===== src/hw/rtl/bss_pkg.sv =====
// Shared types and constants for the bitmap scan statistics block.
`timescale 1ns / 1ps

package bss_pkg;

   localparam int MAX_MAP_BYTES = 4096;
   localparam int POS_W         = (MAX_MAP_BYTES > 1) ? $clog2(MAX_MAP_BYTES) : 1;
   localparam int BYTE_W        = 8;
   localparam int BIT_SEL_W     = 3;
   localparam int ONES_W        = 4;
   localparam int COUNT_W       = 16;
   localparam int INDEX_W       = 15;

   localparam logic [BYTE_W-1:0]  ALL_ONES_BYTE  = 8'hFF;
   localparam logic [COUNT_W-1:0] MAP_BITS_RESET = 16'd32768;

   typedef struct packed {
      logic [BYTE_W-1:0] map_byte;
      logic              last_byte;
   } req_type;

   typedef struct packed {
      logic [COUNT_W-1:0] set_count;
      logic [COUNT_W-1:0] clear_count;
      logic               set_found;
      logic [INDEX_W-1:0] first_set_index;
      logic               clear_found;
      logic [INDEX_W-1:0] first_clear_index;
      logic               all_set;
      logic               all_clear;
   } rsp_type;

   typedef struct packed {
      logic [ONES_W-1:0]    ones;
      logic                 any_one;
      logic                 any_zero;
      logic [BIT_SEL_W-1:0] one_pos;
      logic [BIT_SEL_W-1:0] zero_pos;
   } byte_stats_type;

endpackage


===== src/hw/rtl/bitmap_scan_statistics_top.sv =====
// Top level of the bitmap scan statistics block.
// A result passes the input register and then the result register before it is valid.
// Throughput: one byte per cycle; only a last byte waits, while a held result lacks rsp_ready.
// The input register feeds the scan logic; the result register parts the output side.
// Reset (synchronous) clears the scan state and sets map_bits to 32768.
`timescale 1ns / 1ps

module bitmap_scan_statistics_top import bss_pkg::*; (
   input  logic               clock,
   input  logic               reset,
   input  logic               req_valid,
   output logic               req_ready,
   input  req_type            req_data,
   output logic               rsp_valid,
   input  logic               rsp_ready,
   output rsp_type            rsp_data,
   input  logic               csr_wr_en,
   input  logic [COUNT_W-1:0] csr_wr_data
);

   logic               s1_valid_ff, s1_valid_in;
   req_type            s1_data_ff, s1_data_in;
   logic               rsp_valid_ff, rsp_valid_in;
   rsp_type            rsp_data_ff, rsp_data_in;
   logic [COUNT_W-1:0] map_bits_ff, map_bits_in;

   logic               rsp_free;
   logic               s1_go;
   logic               req_take;
   byte_stats_type     stats;
   rsp_type            result;

   bss_byte_scan u_scan (
      .map_byte (s1_data_ff.map_byte),
      .stats    (stats)
   );

   bss_accum u_accum (
      .clock     (clock),
      .reset     (reset),
      .step      (s1_go),
      .last_byte (s1_data_ff.last_byte),
      .stats     (stats),
      .map_bits  (map_bits_ff),
      .result    (result)
   );

   always_comb begin
      rsp_free  = !rsp_valid_ff || rsp_ready;
      s1_go     = s1_valid_ff && (!s1_data_ff.last_byte || rsp_free);
      req_ready = !s1_valid_ff || s1_go;
      req_take  = req_valid && req_ready;

      s1_valid_in = s1_valid_ff;
      s1_data_in  = s1_data_ff;
      if (req_take) begin
         s1_valid_in = 1'b1;
         s1_data_in  = req_data;
      end else if (s1_go) begin
         s1_valid_in = 1'b0;
      end

      rsp_valid_in = rsp_valid_ff;
      rsp_data_in  = rsp_data_ff;
      if (s1_go && s1_data_ff.last_byte) begin
         rsp_valid_in = 1'b1;
         rsp_data_in  = result;
      end else if (rsp_ready) begin
         rsp_valid_in = 1'b0;
      end

      map_bits_in = csr_wr_en ? csr_wr_data : map_bits_ff;

      rsp_valid = rsp_valid_ff;
      rsp_data  = rsp_data_ff;
   end

   always_ff @(posedge clock) begin
      if (reset) begin
         s1_valid_ff  <= 1'b0;
         rsp_valid_ff <= 1'b0;
         map_bits_ff  <= MAP_BITS_RESET;
      end else begin
         s1_valid_ff  <= s1_valid_in;
         rsp_valid_ff <= rsp_valid_in;
         map_bits_ff  <= map_bits_in;
      end
   end

   always_ff @(posedge clock) begin
      s1_data_ff  <= s1_data_in;
      rsp_data_ff <= rsp_data_in;
   end

   a_rsp_from_last: assert property (@(posedge clock) disable iff (reset)
      $rose(rsp_valid_ff) |-> $past(s1_go && s1_data_ff.last_byte))
      else $error("result raised without a last byte");

   a_empty_ready: assert property (@(posedge clock) disable iff (reset)
      !s1_valid_ff |-> req_ready)
      else $error("input stage empty but not ready");

   a_no_overwrite: assert property (@(posedge clock) disable iff (reset)
      rsp_valid_ff && !rsp_ready |-> !(s1_go && s1_data_ff.last_byte))
      else $error("pending result overwritten");

endmodule


===== src/hw/rtl/bss_byte_scan.sv =====
// Per-byte popcount and lowest set / lowest clear bit encoders.
`timescale 1ns / 1ps

module bss_byte_scan import bss_pkg::*; (
   input  logic [BYTE_W-1:0] map_byte,
   output byte_stats_type    stats
);

   logic [BYTE_W-1:0] inv_byte;

   always_comb begin
      inv_byte       = ~map_byte;
      stats.ones     = '0;
      stats.one_pos  = '0;
      stats.zero_pos = '0;
      stats.any_one  = (map_byte != '0);
      stats.any_zero = (map_byte != ALL_ONES_BYTE);
      for (int i = 0; i < BYTE_W; i++) begin
         stats.ones = stats.ones + ONES_W'(map_byte[i]);
      end
      // scan from the top so the lowest hit wins
      for (int i = BYTE_W - 1; i >= 0; i--) begin
         if (map_byte[i]) begin
            stats.one_pos = BIT_SEL_W'(i);
         end
         if (inv_byte[i]) begin
            stats.zero_pos = BIT_SEL_W'(i);
         end
      end
   end

endmodule


===== src/hw/rtl/bss_accum.sv =====
// Running scan state and summary result builder.
`timescale 1ns / 1ps

module bss_accum import bss_pkg::*; (
   input  logic               clock,
   input  logic               reset,
   input  logic               step,
   input  logic               last_byte,
   input  byte_stats_type     stats,
   input  logic [COUNT_W-1:0] map_bits,
   output rsp_type            result
);

   logic [POS_W-1:0]   pos_ff, pos_in;
   logic [COUNT_W-1:0] ones_ff, ones_in;
   logic               one_seen_ff, one_seen_in;
   logic [INDEX_W-1:0] one_at_ff, one_at_in;
   logic               zero_seen_ff, zero_seen_in;
   logic [INDEX_W-1:0] zero_at_ff, zero_at_in;

   logic [INDEX_W-1:0] base;
   logic [COUNT_W:0]   ones_sum;
   logic [COUNT_W-1:0] ones_upd;
   logic               one_seen_upd, zero_seen_upd;
   logic [INDEX_W-1:0] one_at_upd, zero_at_upd;
   logic [POS_W-1:0]   pos_upd;

   always_comb begin
      base      = INDEX_W'({pos_ff, 3'b000});
      ones_sum  = {1'b0, ones_ff} + (COUNT_W+1)'(stats.ones);
      ones_upd  = ones_sum[COUNT_W] ? '1 : ones_sum[COUNT_W-1:0];

      one_seen_upd  = one_seen_ff | stats.any_one;
      one_at_upd    = (!one_seen_ff && stats.any_one)
                      ? base + INDEX_W'(stats.one_pos) : one_at_ff;
      zero_seen_upd = zero_seen_ff | stats.any_zero;
      zero_at_upd   = (!zero_seen_ff && stats.any_zero)
                      ? base + INDEX_W'(stats.zero_pos) : zero_at_ff;
      pos_upd       = (pos_ff == POS_W'(MAX_MAP_BYTES - 1)) ? '0 : pos_ff + 1'b1;

      result.set_count         = ones_upd;
      result.clear_count       = (map_bits > ones_upd) ? map_bits - ones_upd : '0;
      result.set_found         = one_seen_upd;
      result.first_set_index   = one_seen_upd ? one_at_upd : '0;
      result.clear_found       = zero_seen_upd;
      result.first_clear_index = zero_seen_upd ? zero_at_upd : '0;
      result.all_set           = !zero_seen_upd;
      result.all_clear         = !one_seen_upd;

      pos_in       = pos_ff;
      ones_in      = ones_ff;
      one_seen_in  = one_seen_ff;
      one_at_in    = one_at_ff;
      zero_seen_in = zero_seen_ff;
      zero_at_in   = zero_at_ff;
      if (step) begin
         if (last_byte) begin
            pos_in       = '0;
            ones_in      = '0;
            one_seen_in  = 1'b0;
            one_at_in    = '0;
            zero_seen_in = 1'b0;
            zero_at_in   = '0;
         end else begin
            pos_in       = pos_upd;
            ones_in      = ones_upd;
            one_seen_in  = one_seen_upd;
            one_at_in    = one_at_upd;
            zero_seen_in = zero_seen_upd;
            zero_at_in   = zero_at_upd;
         end
      end
   end

   always_ff @(posedge clock) begin
      if (reset) begin
         pos_ff       <= '0;
         ones_ff      <= '0;
         one_seen_ff  <= 1'b0;
         one_at_ff    <= '0;
         zero_seen_ff <= 1'b0;
         zero_at_ff   <= '0;
      end else begin
         pos_ff       <= pos_in;
         ones_ff      <= ones_in;
         one_seen_ff  <= one_seen_in;
         one_at_ff    <= one_at_in;
         zero_seen_ff <= zero_seen_in;
         zero_at_ff   <= zero_at_in;
      end
   end

   a_clear_after_last: assert property (@(posedge clock) disable iff (reset)
      step && last_byte |=> pos_ff == '0 && ones_ff == '0 && !one_seen_ff && !zero_seen_ff)
      else $error("scan state not cleared after last byte");

   a_one_at_idle: assert property (@(posedge clock) disable iff (reset)
      !one_seen_ff |-> one_at_ff == '0)
      else $error("first one index set without a one seen");

   a_zero_at_idle: assert property (@(posedge clock) disable iff (reset)
      !zero_seen_ff |-> zero_at_ff == '0)
      else $error("first zero index set without a zero seen");

   a_one_at_sticky: assert property (@(posedge clock) disable iff (reset)
      one_seen_ff && !(step && last_byte) |=> one_at_ff == $past(one_at_ff))
      else $error("recorded first one index replaced");

endmodule

===== config.mk =====
export PLATFORM = sky130hd
export DESIGN_NAME = bitmap_scan_statistics_top
export DESIGN_NICKNAME = d
export VERILOG_FILES = /design/src/hw/rtl/bss_pkg.sv /design/src/hw/rtl/bitmap_scan_statistics_top.sv /design/src/hw/rtl/bss_byte_scan.sv /design/src/hw/rtl/bss_accum.sv
export SDC_FILE = /design/constraint.sdc
export NUM_CORES = 1
export LEC_CHECK = 0
export ABC_CLOCK_PERIOD_IN_PS = 6000
export BUFFER_PORTS_ARGS = -buffer_cell sky130_fd_sc_hd__clkbuf_2
export CAP_MARGIN = 20
export CORE_UTILIZATION = 45
export DETAILED_ROUTE_END_ITERATION = 12
export PLACE_DENSITY = 0.67
export SLEW_MARGIN = 10
export SYNTH_ARGS = -nofsm -noshare
export SYNTH_HDL_FRONTEND = slang
export SYNTH_SLANG_ARGS = --single-unit

===== constraint.sdc =====
create_clock -name clock -period 6 [get_ports clock]
set_clock_uncertainty 0.1 [all_clocks]
set_input_delay 1.2 -clock clock [delete_from_list [all_inputs] [get_ports clock]]
set_output_delay 1.2 -clock clock [all_outputs]
set_load 0.03 [all_outputs]

* After elaboration in Yosys (flattened, before gate mapping)
Cells that the tools add are included.
Word-level totals: bits in read-only memories 0, memories kept 0, latch bits 0, logic and storage cells 85, flip-flop bits (word level) 153, output and inout port bits 68, RAM bits 0
Cells by class: bitwise operators 3, magnitude comparators 1, div/mod/pow operators 0, reductions and logical operators 18, multiply operators 0, equal/unequal tests 2, $add $sub $neg 12, mux-type cells 30, shift-type cells 0
Operators with widths (count):
- 15-bit two-way mux | 4
- 3-bit two-way mux | 16
- 16-bit two-way mux | 2
- 15-bit by 3-bit adder with 15-bit output | 2
- 4-bit by 1-bit adder with 4-bit output | 6
- 12-bit two-way mux | 2
- 16-bit by 4-bit adder with 17-bit output | 1
- 16-bit > comparator | 1
- 16-bit subtractor | 1
- 12-bit by 1-bit adder with 12-bit output, second input constant | 1
- 12-bit equality test, second input constant | 1
- 8-bit inequality test, second input constant | 1
- 8-bit NOT | 1
- 8-bit nonzero test | 1
- 1-bit zero test | 7
- 1-bit two-way mux | 6
- 1-bit logical AND | 5
- 2-bit nonzero test | 2
- 1-bit logical OR | 3
- 1-bit by 1-bit adder with 2-bit output | 1
- 1-bit bitwise OR | 2

* Longest topological paths before layout
depth in word-level cells 12, mapped depth 28, depth with buffers taken out 26

* Cells and area by module
Synthesis repeated with hierarchy kept, for this count alone.
Unflattened totals: cell total of the unflattened synthesis 747, area, all modules 7453.4 µm²
By module, submodules not included:
- bss_accum | sequential area each 1201.2 µm², times used 1, cells each 560, area an instance 4152.7 µm²
- bitmap_scan_statistics_top | sequential area each 2612.5 µm², times used 1, cells each 139, area an instance 2931.6 µm²
- bss_byte_scan | sequential area each 0.0 µm², times used 1, cells each 48, area an instance 369.1 µm²

* Worst setup path before layout
Ideal clock, no wire load.
kind reg-to-reg, from reg s1_data_ff[1] (netlist name), to reg rsp_data_ff (netlist bit rsp_data[37]), data pin, slack -0.583 ns, data arrival time 6.228 ns, data required time 5.646 ns, stages on the path, launching flop included 27, period minus slack after synthesis 6.583 ns, path through edfxtp_1 inv_1 ha_1 inv_1 fa_1 fa_1 fa_1 fa_1 fa_1 nand2b_1 a21o_1 or4_1 buf_2 clkbuf_1 nand2_1 inv_1 fa_1 a21o_1 a21o_1 nand2_1 a21boi_0 a21oi_1 o21ai_2 a211o_1 o21ai_2 buf_6 nor2_1
RTL lines:
- from (decl) | line bitmap_scan_statistics_top.sv:22 | req_type s1_data_ff, s1_data_in;
- from (signal assigned) | line bitmap_scan_statistics_top.sv:91 | s1_data_ff <= s1_data_in;
- to (signal assigned) | line bitmap_scan_statistics_top.sv:92 | rsp_data_ff <= rsp_data_in;
- to (decl) | line bitmap_scan_statistics_top.sv:24 | rsp_type rsp_data_ff, rsp_data_in;

==> summary.txt <==
Cells and area
  • Commonest non-fill, non-tap cell in the layout: nor2_1
  • Commonest non-fill, non-tap cells in the layout: 107 x nor2_1, 97 x clkbuf_2, 81 x nand2_1, 78 x dfxtp_1, 75 x edfxtp_1
  • Util after Layout: 58.9%
  • Area grow syn2layout: 26.4%
  • # fillers: 1,288
  • Layout Nets: 927
  • Final Cell Area: 9050 um2
  • Share of layout cells above drive strength 1: 27.0%
  • ANT cells: 0

GRT
  • Vias in the first global route: 5,542
  • Antenna violations before repair: 0
  • First-pass GRT wire length: 27,000 um
  • Congestion Overflow GR: 0
  • Largest net degree at the start of global routing: 67
  • GRT Overall Usage: 21.1%

Timing
  • Worst Max-Slew Pin Slew: 1.01 ns
  • RSZ-0062 raised after global routing: yes
  • Worst hold margin: 0.363 ns
  • Slew Limit Fails: 0
  • Setup violators final: 16
  • Tmin final: 6.27 ns
  • Final period util: 104%
  • Final setup margin: -0.269 ns
  • Max Freq: 160 MHz
  • Relative slew slack: 32.6%
  • Final hold violation count: 0

Place
  • RePlAce Congestion: 0.863
  • Pre-CTS WS: -0.381 ns
  • Area of placed instances: 8180 um2
  • I/O Buffers: 97
  • Post-DP HPWL: 11,600 um

Hold path
  • Worst Hold Class: reg -> reg

Routing
  • Post-DRT Antenna Nets: 0
  • First-pass DRT Iterations: 5
  • DRC: 0
  • Met2 wire length: 7900 um
  • Wire length per cell: 15.6 um
  • DRT met1 WL: 7860 um
  • WL met3: 900 um
  • Top Layer Used: met4
  • Iteration-0 DRC Markers: 443
  • WL final: 17,000 um
  • Vias per cell: 5.37
  • Via count: 5,862

Synth
  • Cells after synthesis: 729
  • Post-synth EDFFs: 75
  • Post-synthesis sequential area ratio: 53.3%
  • Top FF cell, synth: dfxtp_1
  • Mean post-synth cell area: 9.82 um2
  • Ys Warns: 0
  • Post-Syn Nets: 789
  • Register bit total from synthesis: 153
  • Async SR Flop Fraction: 0%
  • Post-Syn Area: 7160 um2
  • Distinct cells, synth: 56

Clock tree
  • TritonCTS buffer count: 17
  • Clock tree sinks: 153
  • H-tree levels: 4
  • CTS root buffer: clkbuf_16
  • Worst-skew pair later-pin latency: 0.42 ns
  • CTS tree: yes
  • Worst-case clock buffer depth: 2
  • Clk slew on worst S/H paths: 0.06 ns

Floorplan
  • Row count: 45
  • # IOs: 98
  • Die Width: 128 um
  • Core area: 15,400 um2
  • Die area: 16,400 um2
  • Die H: 128 um
  • Starting Density: 46.6%

Critical path
  • Critical path class: reg -> reg
  • Critical path data arrival time: 6.33 ns
  • Startpoint type of the worst setup path: flop
  • Critical Path Fanout Max: 8
  • WP data required: 6.06 ns
  • CP Capture Type: flop

Power and ir drop
  • Pwr Density: 306 nW/um2
  • Worst vdd ir: 0.000215 V
  • Leak Pwr: 0.00369 uW

Status
  • Failing checks: setup timing
  • Status: finished with violations

Flow run
  • Maxcap violations: 0
-- cells in the mapped netlist (5+ instances only) --
master    instances  share of area, %
a21o_1            7              0.73
a21oi_1          21               1.5
a22oi_1          42               4.4
a31oi_1           5              0.44
and3_1            8              0.70
clkbuf_1         34               1.8
dfxtp_1          78                22
edfxtp_1         75                31
fa_1              6               1.7
ha_1             24               4.2
inv_1            42               2.2
mux2i_1          16               2.2
nand2_1          84               4.4
nand2b_1          7              0.61
nand3_1          15               1.0
nand4_1           8              0.70
nor2_1          110               5.8
nor2b_1           7              0.61
nor3_1           13              0.91
o21ai_0          39               2.7
or3_1             6              0.52
xnor2_1          14               1.7
xor2_1           14               1.7
-- flip-flops by register name, summed over array words and instances, names as in the netlist --
signal,flops
u_accum.zero_at_ff,15
s1_valid_ff,1
u_accum.ones_ff,16
map_bits_ff,16
s1_data_ff,9
u_accum.pos_ff,12
u_accum.zero_seen_ff,1
rsp_data,66
rsp_valid,1
u_accum.one_at_ff,15
u_accum.one_seen_ff,1
-- worst max-delay path, stage by stage, from the launching register on --
cell	delay, ns
edfxtp_1	0.34
inv_1	0.05
ha_1	0.26
inv_1	0.04
fa_1	0.50
fa_1	0.44
fa_2	0.37
fa_1	0.50
fa_2	0.39
nand2b_4	0.15
a21o_1	0.19
or4_4	0.57
nand2b_4	0.12
ha_4	0.14
inv_2	0.04
fa_2	0.35
a21o_1	0.19
a21o_1	0.18
nand2_2	0.11
a21boi_4	0.08
o2111ai_2	0.18
o21ai_2	0.11
a211o_1	0.34
o21ai_4	0.17
nor2_1	0.09
-- path summary, 6_finish.rpt --
kind              slack (ns)  cells after the start                    to                  from
setup / recovery       -0.27                     24          rsp_data[49]         s1_data_ff[2]
hold / removal          0.36                      2  u_accum.one_at_ff[2]  u_accum.one_at_ff[2]
setup reg to reg       -0.27                     24          rsp_data[49]         s1_data_ff[2]
hold reg to reg         0.36                      2  u_accum.one_at_ff[2]  u_accum.one_at_ff[2]
-- report_power, final --
group	internal [uW]	switching [uW]	total, uW
combinational	269	305	574
clock	609	420	1030
sequential	1140	26.0	1170
total	2020	751	2770
-- cell families after synthesis --
family,share of synthesized area (%)
AO/OA/AOI/OAI,13.1
multiplexers,2.40
AND/OR/NAND/NOR,17.0
flip-flops,53.3
buffers and inverters,4.69
XOR/XNOR,3.43
adder cells (fa/ha/maj),6.17
-- per-stage QoR --
step | power (uW) | TNS [ns] | cells
floorplan | 1510 | -2.73 | 729
global placement | 1650 | -2.73 | 1045
detailed placement | 1670 | -5.59 | 1045
CTS | 2740 | -5.40 | 1085
global route | 2890 | -7.40 | 1091
finish | 2770 | -3.98 | 1091
-- final cells by class --
cell class / instances / area, um2 / share of cell area, %
Clock buffer: 20 / 437 / 4.83
Clock inverter: 12 / 126 / 1.40
Inverter: 42 / 163 / 1.80
Multi-Input combinational cell: 493 / 3260 / 36.1
Sequential cell: 153 / 3810 / 42.2
Tap cell: 211 / 264 / 2.92
Timing Repair Buffer: 160 / 978 / 10.8
-- timing repair --
item / in CTS / in global routing
setup buffers: 7 / 7
hold buffers: 0 / 0
endpoints found under the setup margin: 16 / 16
gates cloned: 1 / 0
resized for setup: 14 / 27
pin swaps: 27 / 25
-- metal layers --
| metal | vias up | GRT usage (%) |
|---|---|---|
| li1 | 2826 | - |
| met1 | 2824 | 28.6 |
| met2 | 185 | 33.3 |
| met3 | 27 | 5.09 |
| met4 | 0 | 7.06 |
| met5 | - | 0 |
(Power assumes the default switching activity.)
